<file path="src/rtl/core/mul_div_64_saturating_defines.svh">
`ifndef MUL_DIV_64_SATURATING_DEFINES_SVH
`define MUL_DIV_64_SATURATING_DEFINES_SVH

// Same-cycle implication, sampled on clk, quiet while arst_n is low
`define MDS_ASSERT_NOW(lbl, ante, cons, msg) \
	lbl: assert property (@(posedge clk) disable iff (!arst_n) (ante) |-> (cons)) else $error(msg);

// Next-cycle implication, sampled on clk, quiet while arst_n is low
`define MDS_ASSERT_NEXT(lbl, ante, cons, msg) \
	lbl: assert property (@(posedge clk) disable iff (!arst_n) (ante) |=> (cons)) else $error(msg);

`endif

</file>
<file path="src/rtl/core/mds_pkg.sv">
package mds_pkg;

	localparam int unsigned DATA_W = 64;
	localparam int unsigned CNT_W  = 6;

	typedef enum logic [1:0] {
		ST_OK   = 2'd0,
		ST_OVF  = 2'd1,
		ST_DIV0 = 2'd2
	} status_t;

	typedef enum logic [4:0] {
		S_IDLE = 5'b00001,
		S_MUL  = 5'b00010,
		S_CHK  = 5'b00100,
		S_DIV  = 5'b01000,
		S_WB   = 5'b10000
	} state_t;

endpackage

</file>
<file path="src/rtl/core/mds_if.sv">
interface mds_req_if;
	import mds_pkg::*;

	logic              valid;
	logic              ready;
	logic [DATA_W-1:0] multiplicand;
	logic [DATA_W-1:0] multiplier;
	logic [DATA_W-1:0] denominator;

	modport source (output valid, output multiplicand, output multiplier,
		output denominator, input ready);
	modport sink (input valid, input multiplicand, input multiplier,
		input denominator, output ready);
endinterface

interface mds_rsp_if;
	import mds_pkg::*;

	logic              valid;
	logic              ready;
	logic [DATA_W-1:0] quotient;
	logic [1:0]        status;

	modport source (output valid, output quotient, output status, input ready);
	modport sink (input valid, input quotient, input status, output ready);
endinterface

</file>
<file path="src/rtl/core/mul_div_64_saturating.sv">
// Unsigned (multiplicand * multiplier) / denominator at 64 bits, floor of the
// 128-bit product over the divisor. A zero divisor gives all ones with status 2;
// a quotient that would not fit in 64 bits gives all ones with status 1. One item
// is in flight at a time: the transfer is taken, a bit-serial shift-add multiply
// runs, one step checks the upper half, the restoring divider retires one
// quotient bit per cycle and a last step loads the output register; a saturated
// item skips the divider. The multiplier uses a 64-bit adder and the divider a
// 65-bit subtractor. The result register frees the core, but the core waits in
// its last step while an earlier result is untaken.
`include "mul_div_64_saturating_defines.svh"

module mul_div_64_saturating (
	input  logic       clk,
	input  logic       arst_n,
	mds_req_if.sink    req,
	mds_rsp_if.source  rsp
);
	import mds_pkg::*;

	state_t                state_q;
	logic [CNT_W-1:0]      cnt_q;
	logic [DATA_W-1:0]     mcand_q;
	logic [DATA_W-1:0]     den_q;
	logic [2*DATA_W-1:0]   prod_q;
	logic [DATA_W-1:0]     rem_q;
	status_t               res_st_q;

	logic                  out_valid_q;
	logic [DATA_W-1:0]     out_quot_q;
	status_t               out_st_q;

	logic [DATA_W:0]       mul_sum;
	logic [DATA_W:0]       div_shift;
	logic [DATA_W+1:0]     div_diff;
	logic                  div_ge;
	logic                  last_step;
	logic                  out_free;

	assign last_step = (cnt_q == {CNT_W{1'b1}});
	assign out_free  = !out_valid_q || rsp.ready;

	// add the multiplicand into the upper half when the multiplier bit is set
	assign mul_sum = {1'b0, prod_q[2*DATA_W-1:DATA_W]}
		+ (prod_q[0] ? {1'b0, mcand_q} : {(DATA_W+1){1'b0}});

	// remainder shifted left with the next dividend bit; rem < den so it fits 65 bits
	assign div_shift = {rem_q, prod_q[DATA_W-1]};
	assign div_diff  = {1'b0, div_shift} - {2'b00, den_q};
	assign div_ge    = !div_diff[DATA_W+1];

	assign req.ready = (state_q == S_IDLE);

	always_ff @(posedge clk or negedge arst_n) begin
		if (!arst_n) begin
			state_q  <= S_IDLE;
			cnt_q    <= '0;
			res_st_q <= ST_OK;
		end else begin
			case (state_q)
				S_IDLE: begin
					if (req.valid) begin
						state_q <= S_MUL;
						cnt_q   <= '0;
					end
				end
				S_MUL: begin
					cnt_q <= cnt_q + 1'b1;
					if (last_step)
						state_q <= S_CHK;
				end
				S_CHK: begin
					cnt_q <= '0;
					if (den_q == '0) begin
						res_st_q <= ST_DIV0;
						state_q  <= S_WB;
					end else if (prod_q[2*DATA_W-1:DATA_W] >= den_q) begin
						res_st_q <= ST_OVF;
						state_q  <= S_WB;
					end else begin
						res_st_q <= ST_OK;
						state_q  <= S_DIV;
					end
				end
				S_DIV: begin
					cnt_q <= cnt_q + 1'b1;
					if (last_step)
						state_q <= S_WB;
				end
				S_WB: begin
					if (out_free)
						state_q <= S_IDLE;
				end
				default: begin
					state_q <= S_IDLE;
				end
			endcase
		end
	end

	// datapath: prod_q holds the product, then its low half becomes the quotient
	always_ff @(posedge clk) begin
		case (state_q)
			S_IDLE: begin
				if (req.valid) begin
					mcand_q <= req.multiplicand;
					den_q   <= req.denominator;
					prod_q  <= {{DATA_W{1'b0}}, req.multiplier};
				end
			end
			S_MUL: begin
				prod_q <= {mul_sum, prod_q[DATA_W-1:1]};
			end
			S_CHK: begin
				rem_q <= prod_q[2*DATA_W-1:DATA_W];
			end
			S_DIV: begin
				rem_q  <= div_ge ? div_diff[DATA_W-1:0] : div_shift[DATA_W-1:0];
				prod_q <= {prod_q[2*DATA_W-1:DATA_W], prod_q[DATA_W-2:0], div_ge};
			end
			default: begin
			end
		endcase
	end

	always_ff @(posedge clk or negedge arst_n) begin
		if (!arst_n) begin
			out_valid_q <= 1'b0;
		end else if (state_q == S_WB && out_free) begin
			out_valid_q <= 1'b1;
		end else if (rsp.ready) begin
			out_valid_q <= 1'b0;
		end
	end

	always_ff @(posedge clk) begin
		if (state_q == S_WB && out_free) begin
			out_st_q   <= res_st_q;
			out_quot_q <= (res_st_q == ST_OK) ? prod_q[DATA_W-1:0] : {DATA_W{1'b1}};
		end
	end

	assign rsp.valid    = out_valid_q;
	assign rsp.quotient = out_quot_q;
	assign rsp.status   = out_st_q;

	`MDS_ASSERT_NOW(a_sat_all_ones, rsp.valid && rsp.status != ST_OK, rsp.quotient == {DATA_W{1'b1}}, "saturated result is not all ones")
	`MDS_ASSERT_NOW(a_status_code, rsp.valid, rsp.status == ST_OK || rsp.status == ST_OVF || rsp.status == ST_DIV0, "undefined status code")
	`MDS_ASSERT_NOW(a_rem_below_den, state_q == S_DIV, rem_q < den_q, "partial remainder not below divisor")
	`MDS_ASSERT_NEXT(a_take_starts_mul, req.valid && req.ready, state_q == S_MUL && !req.ready, "transfer did not start the multiply")

endmodule

</file>
<file path="src/flat_wrapper.sv">
// flat-port wrapper written by rule: the top's interface ports become plain ports
module mul_div_64_saturating_flat import mds_pkg::*;
  (clk, arst_n, req_valid, req_multiplicand, req_multiplier, req_denominator, req_ready, rsp_valid, rsp_quotient, rsp_status, rsp_ready);
  mds_req_if req_i ();
  mds_rsp_if rsp_i ();
  input  logic clk;
  input  logic arst_n;
  input wire logic [$bits(req_i.valid)-1:0] req_valid;
  input wire logic [$bits(req_i.multiplicand)-1:0] req_multiplicand;
  input wire logic [$bits(req_i.multiplier)-1:0] req_multiplier;
  input wire logic [$bits(req_i.denominator)-1:0] req_denominator;
  output wire logic [$bits(req_i.ready)-1:0] req_ready;
  output wire logic [$bits(rsp_i.valid)-1:0] rsp_valid;
  output wire logic [$bits(rsp_i.quotient)-1:0] rsp_quotient;
  output wire logic [$bits(rsp_i.status)-1:0] rsp_status;
  input wire logic [$bits(rsp_i.ready)-1:0] rsp_ready;
  assign req_i.valid = req_valid;
  assign req_i.multiplicand = req_multiplicand;
  assign req_i.multiplier = req_multiplier;
  assign req_i.denominator = req_denominator;
  assign req_ready = req_i.ready;
  assign rsp_valid = rsp_i.valid;
  assign rsp_quotient = rsp_i.quotient;
  assign rsp_status = rsp_i.status;
  assign rsp_i.ready = rsp_ready;
  mul_div_64_saturating u_core (.clk(clk), .arst_n(arst_n), .req(req_i), .rsp(rsp_i));
endmodule
</file>
<file path="config.mk">
export PLATFORM = sky130hd
export DESIGN_NAME = mul_div_64_saturating_flat
export DESIGN_NICKNAME = d
export VERILOG_FILES = /design/src/rtl/core/mds_pkg.sv /design/src/rtl/core/mds_if.sv /design/src/rtl/core/mul_div_64_saturating.sv /design/src/flat_wrapper.sv
export VERILOG_INCLUDE_DIRS = /design/src /design/src/rtl/core
export SDC_FILE = /design/constraint.sdc
export NUM_CORES = 1
export LEC_CHECK = 0
export BUFFER_PORTS_ARGS = -buffer_cell sky130_fd_sc_hd__buf_2
export CORE_ASPECT_RATIO = 1.4
export CORE_MARGIN = 5
export CORE_UTILIZATION = 60
export DETAILED_ROUTE_END_ITERATION = 12
export HOLD_SLACK_MARGIN = 0.03
export PLACE_DENSITY = 0.79
export SETUP_SLACK_MARGIN = 0.3
export SKIP_CTS_REPAIR_TIMING = 1
export SYNTH_ARGS = -nofsm -noshare
export SYNTH_HDL_FRONTEND = slang
export SYNTH_SLANG_ARGS = --single-unit
</file>
<file path="constraint.sdc">
create_clock -name clk -period 5 [get_ports clk]
set_input_delay 1 -clock clk [delete_from_list [all_inputs] [get_ports clk]]
set_output_delay 1 -clock clk [all_outputs]
set_load 0.02 [all_outputs]
</file>
==> results.yml, run 1 <==
outcome:
  status: "complete, no violations"
grt:
  grt_pass1_vias: 20530
  total_grt_usage_pct: 28.41
  antenna_violations_before_repair: 0
  wire_length_of_the_first_global_routing_pass_mm: 106.7
  pin_count_of_the_biggest_net_entering_global_routing: 121
  gr-total-overflow: 0
floorplanning:
  fp.dieArea_sq_um: 46170
  rows: 88
  core_sq_um: 41400
  die-height_microns: 252.3
  fp.dieW_microns: 183.0
  initial_core_util_pct: 60.76
  top_level_ports: 264
place:
  post-dp-hpwl_mm: 50.97
  finalWeightedCongestion: 0.9746
  io_buffer_count: 263
drt:
  wl_mm: 68.09
  firstDrtPassIters: 6
  drt_drc_violations_left: 0
  vias: 20390
  drt_iter0_drc: 1654
  drt-vias-per-instance: 6.254
  ant_nets: 0
  wl_per_cell_microns: 20.89
pwr:
  power.static_leakage_nw: 12.11
  ir_drop_v: 0.0005085
  power_per_cell_area_nw_per_um2: 580.0
cells_and_area:
  final_core_util_pct: 68.20
  areaGrowthSynthToFinish_pct: 12.26
  fin_nets: 3079
  layout.filler_cells: 3273
  num_antenna_cells: 0
  layout-drive-gt1-share_pct: 14.34
setup_path:
  cp.buffers_inverters: 1
  crit_path_frequent_cell: "a21oi_1"
  crit-reg2reg-capture: "u_core.prod_q[126]"
  crit_chain: "buf_4, and2_1, ha_1, nand4_1, nor4_1, o2111ai_1, a21oi_1, o22ai_1, nor3_1, a21oi_1, o31ai_1, mux2i_1, nand2_1"
  crit_type: "reg -> reg"
  critical_path_source_type: "flop"
  r2r_start: "u_core.prod_q[0]"
  worst_path_max_delay_cell: "o31ai_1"
  path_max_fanout: 7
  critPathTopFamily: "compound AO/OA/AOI/OAI gates"
  critical_path_arrival_ps: 4870
  cp.required_ps: 5290
  cpPeakStageDelay_ps: 570
  worstRegToRegCells: 13
  critPathCaptureType: "flop"
  worst-r2r-setup-slack_ps: 420
yosys:
  mappedNetlistArea_sq_um: 25150
  synth.area.top_cells: "edfxtp_1, ha_1, nand2_1"
  ys_async_sr_fraction_pct: 3.500
  synth_largest_type_area_fraction_pct: 46.08
  postSynthCellCount: 2469
  synth_enable_flop_cells: 386
  mappedNetlistNets: 2860
  yosysWarnings: 0
  synth_ff_type: "edfxtp_1"
  synth_sequential_area_ratio_pct: 47.48
  postSynthAreaPerCell_sq_um: 10.19
  post-synth-top-area-cell: "edfxtp_1"
  synth.ff_latch_count: 400
  synth.distinct_cells: 92
timing:
  setup_repair_after_global_routing_missed_its_margin: "no"
  max_slew_margin_pct: 17.55
  max_slew.worst_pin.slew_ps: 1226
  layout_min_cycle_time_ps: 4579
  timing.final.crit_share_pct: 91.58
  fin_worst_skew_ps: 20.32
  timing_hold_violations_final: 0
  clock.fmax_ghz: 0.2184
  totalNegativeSetupSlack_ps: 0
  finalSetupViolations: 0
  slew_viol_final: 0
flow_run:
  timing.max_cap.violations: 0
cts:
  clock_sink_count: 400
  clock_path_buffers: 3
  cts-buffers-inserted: 40
  clk_root_buffer_cell: "clkbuf_16"
  cts_tree: "built"
  clk_latency_ps: 550
  htree_num_levels: 2
  worst_setup_hold_path_clk_slew_ps: 70
worst_hold_path:
  holdCritPathClass: "in -> async"
[worst max path at each step]
stage | from | end | slack [ps] | depth (start not counted)
after floorplan | rsp_ready | u_core.rsp.quotient[0] | 430 | 2
after global placement | u_core.prod_q[0] | u_core.prod_q[107] | 500 | 15
after detailed placement | u_core.prod_q[0] | u_core.prod_q[107] | 370 | 15
after CTS | u_core.prod_q[0] | u_core.prod_q[121] | 290 | 14
after global routing | u_core.prod_q[0] | u_core.prod_q[126] | 370 | 13
final | u_core.prod_q[0] | u_core.prod_q[126] | 420 | 13
[state kept, by name, indices dropped and copies added, names as in the netlist]
signal,count
u_core.cnt_q,6
u_core.mcand_q,64
u_core.rsp.status,2
u_core.prod_q,128
u_core.res_st_q,2
u_core.rem_q,64
u_core.state_q,5
u_core.den_q,64
u_core.rsp.valid,1
u_core.rsp.quotient,64
[routing by layer]
metal | part of all wire (%) | GRT usage, % | vias up | wire length (microns)
met5 | 0 | 0 | - | 0
met4 | 4.1 | 10.97 | 0 | 2778
met3 | 6.6 | 3.210 | 162 | 4496
met2 | 52 | 51.88 | 881 | 35090
met1 | 38 | 34.28 | 9765 | 25720
li1 | - | - | 9581 | -
[layout make-up]
type	instances	area (sq um)	area share, %
Clock buffer	59	1196	4.236
Clock inverter	15	146.4	0.5185
Inverter	107	404.1	1.431
Multi-Input combinational cell	1850	12330	43.68
Sequential cell	400	11940	42.30
Tap cell	540	675.6	2.393
Timing Repair Buffer	289	1536	5.442
[stage by stage]
step                      hold WS [ps]  area (sq um)  power [mW]  cells  setup slack, ps
final                            339.2         28240       16.38   3260            421.0
after global routing             357.7         28240       17.41   3260            370.5
after CTS                        331.1         28210       16.30   3257            291.2
after detailed placement         510.6         26860       13.16   3183            371.9
after global placement           473.2         26860       12.89   3183            502.9
after floorplan                  442.9         25150       11.09   2469            428.5
[placed cells by master (no fill, tap or decap), types with 54 or more instances in the layout]
master and instances:
edfxtp_1 386, nand2_1 319, buf_2 263, ha_1 193, a21oi_1 177, nor2_1 148, o21ai_0 126, inv_1 106
a21o_1 95, and2_1 69, or3_1 67, xnor2_1 66, a22oi_1 64, mux2i_1 56, nand4_1 54
[kinds of logic (layout without fill, tap and decap cells)]
logic type | count (synthesis) | after routing | synth area share (%)
AO/OA/AOI/OAI | 672 | 672 | 17.40
XOR/XNOR | 111 | 111 | 3.865
adder cells (fa/ha/maj) | 195 | 195 | 9.760
buffers and inverters | 219 | 470 | 3.671
flip-flops | 400 | 400 | 47.48
multiplexers | 60 | 60 | 2.408
AND/OR/NAND/NOR | 812 | 812 | 15.42
[synth_stat cells (all sizes together) (7+ instances only)]
cell / number
a211oi: 10
a21boi: 7
a21o: 96
a21oi: 179
a22oi: 64
a31oi: 16
and2: 69
and3: 14
buf: 18
clkbuf: 93
dfrtp: 13
edfxtp: 386
ha: 193
inv: 107
mux2i: 56
nand2: 322
nand2b: 21
nand3: 22
nand4: 54
nor2: 149
nor2b: 22
nor3: 30
nor4: 22
o211ai: 10
o21a: 19
o21ai: 157
o21bai: 38
o31ai: 13
or3: 67
xnor2: 66
xor2: 45
[report_power, final]
| group | internal (mW) | switching [mW] | leakage (nW) |
|---|---|---|---|
| registers | 5.00 | 0.705 | 3.78 |
| clock network | 1.78 | 1.30 | 0.652 |
| logic | 2.90 | 4.70 | 7.68 |
| total | 9.68 | 6.70 | 12.1 |
No activity file was read; power rests on OpenSTA's default activity.
==> run 2, diff against run 1 <==
--- a/config.mk
+++ b/config.mk
@@ -9,10 +9,11 @@
 export BUFFER_PORTS_ARGS = -buffer_cell sky130_fd_sc_hd__buf_2
 export CORE_ASPECT_RATIO = 1.4
 export CORE_MARGIN = 5
-export CORE_UTILIZATION = 60
+export CORE_UTILIZATION = 55
+export CTS_BUF_LIST = sky130_fd_sc_hd__clkbuf_4
 export DETAILED_ROUTE_END_ITERATION = 12
 export HOLD_SLACK_MARGIN = 0.03
-export PLACE_DENSITY = 0.79
+export PLACE_DENSITY = 0.73
 export SETUP_SLACK_MARGIN = 0.3
 export SKIP_CTS_REPAIR_TIMING = 1
 export SYNTH_ARGS = -nofsm -noshare
==> results.yml, run 2 (synthesis gave the netlist of run 1 again) <==
worst_hold_path:
  holdCritPathClass: "in -> reg"
  holdPathStages: 1
cells_and_area:
  final_core_util_pct: 62.58
  leading_cell_type_in_the_layout_fill_and_taps_excluded: "edfxtp_1"
  post_route_non_filler_standard_cell_count: 3433
  postLayoutCellArea_sq_um: 28240
  most-common-layout-cells: "edfxtp_1, nand2_1, buf_2"
  areaGrowthSynthToFinish_pct: 12.27
  layout-drive-gt1-share_pct: 16.84
  top_register: "u_core.prod_q"
  largest_reg_flops: 128
  layout.filler_cells: 3855
  fin_nets: 3138
cts:
  clk_latency_ps: 850
  clk_root_buffer_cell: "clkbuf_4"
  clock_path_buffers: 3
  worst_setup_hold_path_clk_slew_ps: 70
  cts_tree: "built"
  cts-buffers-inserted: 100
  clock_sink_count: 400
  htree_num_levels: 3
timing:
  finalSetupViolations: 0
  finalHoldWorstSlack_ps: 323.8
  timing.final.ws_setup_ps: 346.9
  slew_viol_final: 0
  timing.final.crit_share_pct: 93.06
  timing_hold_violations_final: 0
  clock.fmax_ghz: 0.2149
  fin_worst_skew_ps: 50.59
  totalNegativeSetupSlack_ps: 0
  max_slew.worst_pin.slew_ps: 1136
  layout_min_cycle_time_ps: 4653
  setup_repair_after_global_routing_missed_its_margin: "yes"
  max_slew_margin_pct: 24.28
drt:
  firstDrtPassIters: 6
  drt_drc_violations_left: 0
  ant_nets: 0
  wl_mm: 66.43
  drt-vias-per-instance: 5.930
  drt_iter0_drc: 1115
  vias: 20360
  wl_per_cell_microns: 19.35
grt:
  total_grt_usage_pct: 25.57
  pin_count_of_the_biggest_net_entering_global_routing: 120
  gr-total-overflow: 0
  grt_pass1_vias: 20580
  antenna_violations_before_repair: 2
  wire_length_of_the_first_global_routing_pass_mm: 103.8
pwr:
  pwr-share-clk_pct: 17.5
  power.static_leakage_nw: 12.20
  internal_power_mw: 9.314
  p_switching_mw: 6.626
  ir_drop_v: 0.0003470
  power.total_mw: 15.94
  seqPwrFrac_pct: 35.7
  power_per_cell_area_nw_per_um2: 564.5
  p_comb_share_pct: 46.8
  net_switching_fraction_of_the_power_pct: 41.57
setup_path:
  path_max_fanout: 45
  cpPeakStageDelay_ps: 560
  crit_chain: "buf_4, and2_1, ha_1, nand4_1, nor4_2, o2111ai_1, a21oi_1, o22ai_1, nor3_1, a21oi_1, o31ai_2, mux2i_1, nand2_1"
  worst_path_max_delay_cell: "edfxtp_1"
  critical_path_arrival_ps: 5210
  cp.required_ps: 5560
  crit_type: "reg -> reg"
  critPathCaptureType: "flop"
  crit_path_frequent_cell: "a21oi_1"
  critical_path_source_type: "flop"
  worstRegToRegCells: 13
floorplanning:
  fp.dieW_microns: 190.7
  top_level_ports: 264
  core_sq_um: 45120
  die-height_microns: 263.0
  initial_core_util_pct: 55.74
  rows: 92
  fp.dieArea_sq_um: 50170
place:
  finalWeightedCongestion: 0.9707
  placedCellCount: 3252
  dpl_worst_slack_ps: 296.0
  post-dp-hpwl_mm: 49.86
  io_buffer_count: 263
  post_dp_cell_area_sq_um: 26930
flow_run:
  timing.max_cap.violations: 0
outcome:
  status: "complete, no violations"
run 2: cell count changes in the layout (fill, tap and decap cells not counted), sizes merged:
cell         previous run  this run
clkbuf                 59       131
clkinv                  8        39
buf                   289       286
bufinv                  2         4
clkinvlp                2         0
diode                   0         2
dlygate4sd3             0         1
inv                   110       109
run 2: layer usage:
layer / global-route usage (%) / wire (microns) / vias to the layer above
met3: 4.029 / 4170 / 153
met1: 30.19 / 25800 / 9656
met5: 0 / 13 / -
met2: 45.51 / 33850 / 781
li1: - / - / 9766
met4: 11.69 / 2587 / 2
run 2: worst paths after layout:
check | from | slack, ps | to
worst max-delay path | u_core.prod_q[0] | 350 | u_core.prod_q[126]
worst min-delay path | req_denominator[45] | 320 | u_core.den_q[45]
worst max register to register | u_core.prod_q[0] | 350 | u_core.prod_q[126]
worst min register to register | u_core.cnt_q[5] | 490 | u_core.cnt_q[5]
max in group asynchronous | arst_n | 4040 | u_core.state_q[0]
min in group asynchronous | arst_n | 650 | u_core.cnt_q[3]
run 2: power groups by stage:
| stage | Combinational, mW | Sequential [mW] | Clock (mW) |
|---|---|---|---|
| CTS | 7.39 | 5.68 | 2.88 |
| global placement | 7.14 | 5.73 | 0 |
| global route | 8.26 | 5.75 | 3.05 |
| floorplan | 5.62 | 5.47 | 0 |
| detailed placement | 7.34 | 5.75 | 0 |
| finish | 7.46 | 5.69 | 2.79 |
run 2: area by class of cell:
class                   instances  area [sq um]  share of cell area [%]
repair buffers                288          1519                   5.379
flip-flops and latches        400         11940                   42.29
well taps                     611         764.5                   2.707
inverters                     107         404.1                   1.431
clock buffers                 130         975.9                   3.456
clock inverters                45         287.8                   1.019
multi-input cells            1850         12340                   43.70
diodes                          2         5.005                 0.01772
run 2: critical path: cells and delay by family, from the launching register on:
kind / cells / cell delay, ps
AO/OA/AOI/OAI: 5 / 1590
AND/OR/NAND/NOR: 5 / 1270
flip-flops: 1 / 560
buffers and inverters: 1 / 320
multiplexers: 1 / 230
adder cells (fa/ha/maj): 1 / 400
==> run 3, diff against run 2 <==
--- a/config.mk
+++ b/config.mk
@@ -8,7 +8,7 @@
 export LEC_CHECK = 0
 export BUFFER_PORTS_ARGS = -buffer_cell sky130_fd_sc_hd__buf_2
 export CORE_ASPECT_RATIO = 1.4
-export CORE_MARGIN = 5
+export CORE_MARGIN = 2
 export CORE_UTILIZATION = 55
 export CTS_BUF_LIST = sky130_fd_sc_hd__clkbuf_4
 export DETAILED_ROUTE_END_ITERATION = 12
==> constraint.sdc (replaced) <==
create_clock -name clk -period 5 [get_ports clk]
set_input_delay 1 -clock clk [delete_from_list [all_inputs] [get_ports clk]]
set_output_delay 1 -clock clk [all_outputs]
set_load 0.05 [all_outputs]
==> results.yml, run 3 (synthesis gave the netlist of run 1 again) <==
outcome:
  status: "complete, no violations"
flow_run:
  timing.max_cap.violations: 0
grt:
  grt_pass1_vias: 20490
  gr-total-overflow: 0
  wire_length_of_the_first_global_routing_pass_mm: 106.1
  pin_count_of_the_biggest_net_entering_global_routing: 121
  antenna_violations_before_repair: 1
  total_grt_usage_pct: 28.37
cts:
  cts_tree: "built"
  worst_setup_hold_path_clk_slew_ps: 70
  htree_num_levels: 3
  cts-buffers-inserted: 99
  clk_latency_ps: 840
  clock_sink_count: 400
  clock_path_buffers: 3
  clk_root_buffer_cell: "clkbuf_4"
timing:
  timing.final.ws_setup_ps: 619.3
  slew_viol_final: 0
  finalSetupViolations: 0
  fin_worst_skew_ps: 48.00
  max_slew.worst_pin.slew_ps: 1261
  timing_hold_violations_final: 0
  layout_min_cycle_time_ps: 4381
  totalNegativeSetupSlack_ps: 0
  timing.final.crit_share_pct: 87.61
  max_slew_margin_pct: 15.18
  clock.fmax_ghz: 0.2283
  setup_repair_after_global_routing_missed_its_margin: "no"
floorplanning:
  die-height_microns: 257.0
  top_level_ports: 264
  initial_core_util_pct: 55.74
  core_sq_um: 45120
  fp.dieW_microns: 184.7
  fp.dieArea_sq_um: 47480
  rows: 92
worst_hold_path:
  holdCritPathClass: "in -> reg"
setup_path:
  critical_path_source_type: "flop"
  crit_chain: "buf_4, and2_1, ha_1, fa_1, a21o_1, a21o_1, a21oi_1, o2bb2ai_1, a41o_1, o31a_1, o2111ai_1, a311oi_1, o21bai_1, xor2_1, and2_1"
  critical_path_arrival_ps: 4960
  path_max_fanout: 4
  cp.required_ps: 5580
  critPathCaptureType: "flop"
  worst_path_max_delay_cell: "o31a_1"
  cpPeakStageDelay_ps: 450
  crit_type: "reg -> reg"
drt:
  wl_mm: 67.69
  vias: 20350
  drt_iter0_drc: 1171
  wl_per_cell_microns: 19.71
  drt_drc_violations_left: 0
  firstDrtPassIters: 5
  drt-vias-per-instance: 5.926
  ant_nets: 0
place:
  post_dp_cell_area_sq_um: 26950
  placedCellCount: 3253
  finalWeightedCongestion: 0.9820
  io_buffer_count: 263
  dpl_worst_slack_ps: 379.7
  post-dp-hpwl_mm: 50.88
pwr:
  power.static_leakage_nw: 12.20
  power_per_cell_area_nw_per_um2: 566.4
  ir_drop_v: 0.0002780
cells_and_area:
  final_core_util_pct: 62.58
  postLayoutCellArea_sq_um: 28240
  post_route_non_filler_standard_cell_count: 3434
  fin_nets: 3138
  largest_reg_flops: 128
  areaGrowthSynthToFinish_pct: 12.26
  most-common-layout-cells: "edfxtp_1, nand2_1, buf_2"
  top_register: "u_core.prod_q"
  layout-drive-gt1-share_pct: 17.06
  leading_cell_type_in_the_layout_fill_and_taps_excluded: "edfxtp_1"
run 3: cell count changes in the layout (fill, tap and decap cells not counted), sizes merged:
| cell | delta |
|---|---|
| clkinv | -10 |
| clkbuf | +9 |
| buf | +2 |
| bufinv | -2 |
| clkinvlp | +1 |
| diode | +1 |
run 3: final cells by class:
cell class / count / area (sq um)
Antenna cell: 3 / 7.507
Clock buffer: 140 / 1051
Clock inverter: 34 / 193.9
Fill cell: 3925 / 16890
Inverter: 107 / 404.1
Multi-Input combinational cell: 1850 / 12330
Sequential cell: 400 / 11940
Tap cell: 611 / 764.5
Timing Repair Buffer: 289 / 1539
run 3: final timing paths:
path	start	end	slack [ps]	depth (start not counted)
min reg2reg	u_core.cnt_q[5]	u_core.cnt_q[5]	500	1
min in group asynchronous	arst_n	u_core.cnt_q[5]	650	2
max reg2reg	u_core.prod_q[0]	u_core.prod_q[121]	620	15
max in group asynchronous	arst_n	u_core.state_q[0]	4050	2
max	u_core.prod_q[0]	u_core.prod_q[121]	620	15
min	req_denominator[0]	u_core.den_q[0]	330	1
run 3: routing by layer:
layer | track usage, % | routed length [microns] | part of all wire, %
met4 | 12.74 | 2606 | 3.8
met5 | 0 | 0 | 0
met1 | 33.64 | 27130 | 40
met2 | 50.55 | 34170 | 50
met3 | 4.189 | 3784 | 5.6
run 3: metrics by stage:
stage	total power, mW	hold slack [ps]
floorplan	11.12	442.9
global placement	13.01	477.4
detailed placement	13.20	493.2
CTS	16.00	-44.16
global route	17.14	262.5
finish	15.99	329.6
run 3: worst max-delay path: cells and delay by family (launching register included):
family / cells / cell delay [ps]
xor+xnor: 1 / 150
compound gates: 9 / 2490
buf+inv: 1 / 160
flops: 1 / 420
simple gates: 2 / 280
fa+ha+maj: 2 / 640
run 3: power breakdown:
| group | total [mW] | switching [mW] | internal (mW) |
|---|---|---|---|
| Combinational | 7.54 | 4.64 | 2.90 |
| Sequential | 5.72 | 0.728 | 4.99 |
| Clock | 2.73 | 1.34 | 1.39 |
| Total | 16.0 | 6.70 | 9.29 |
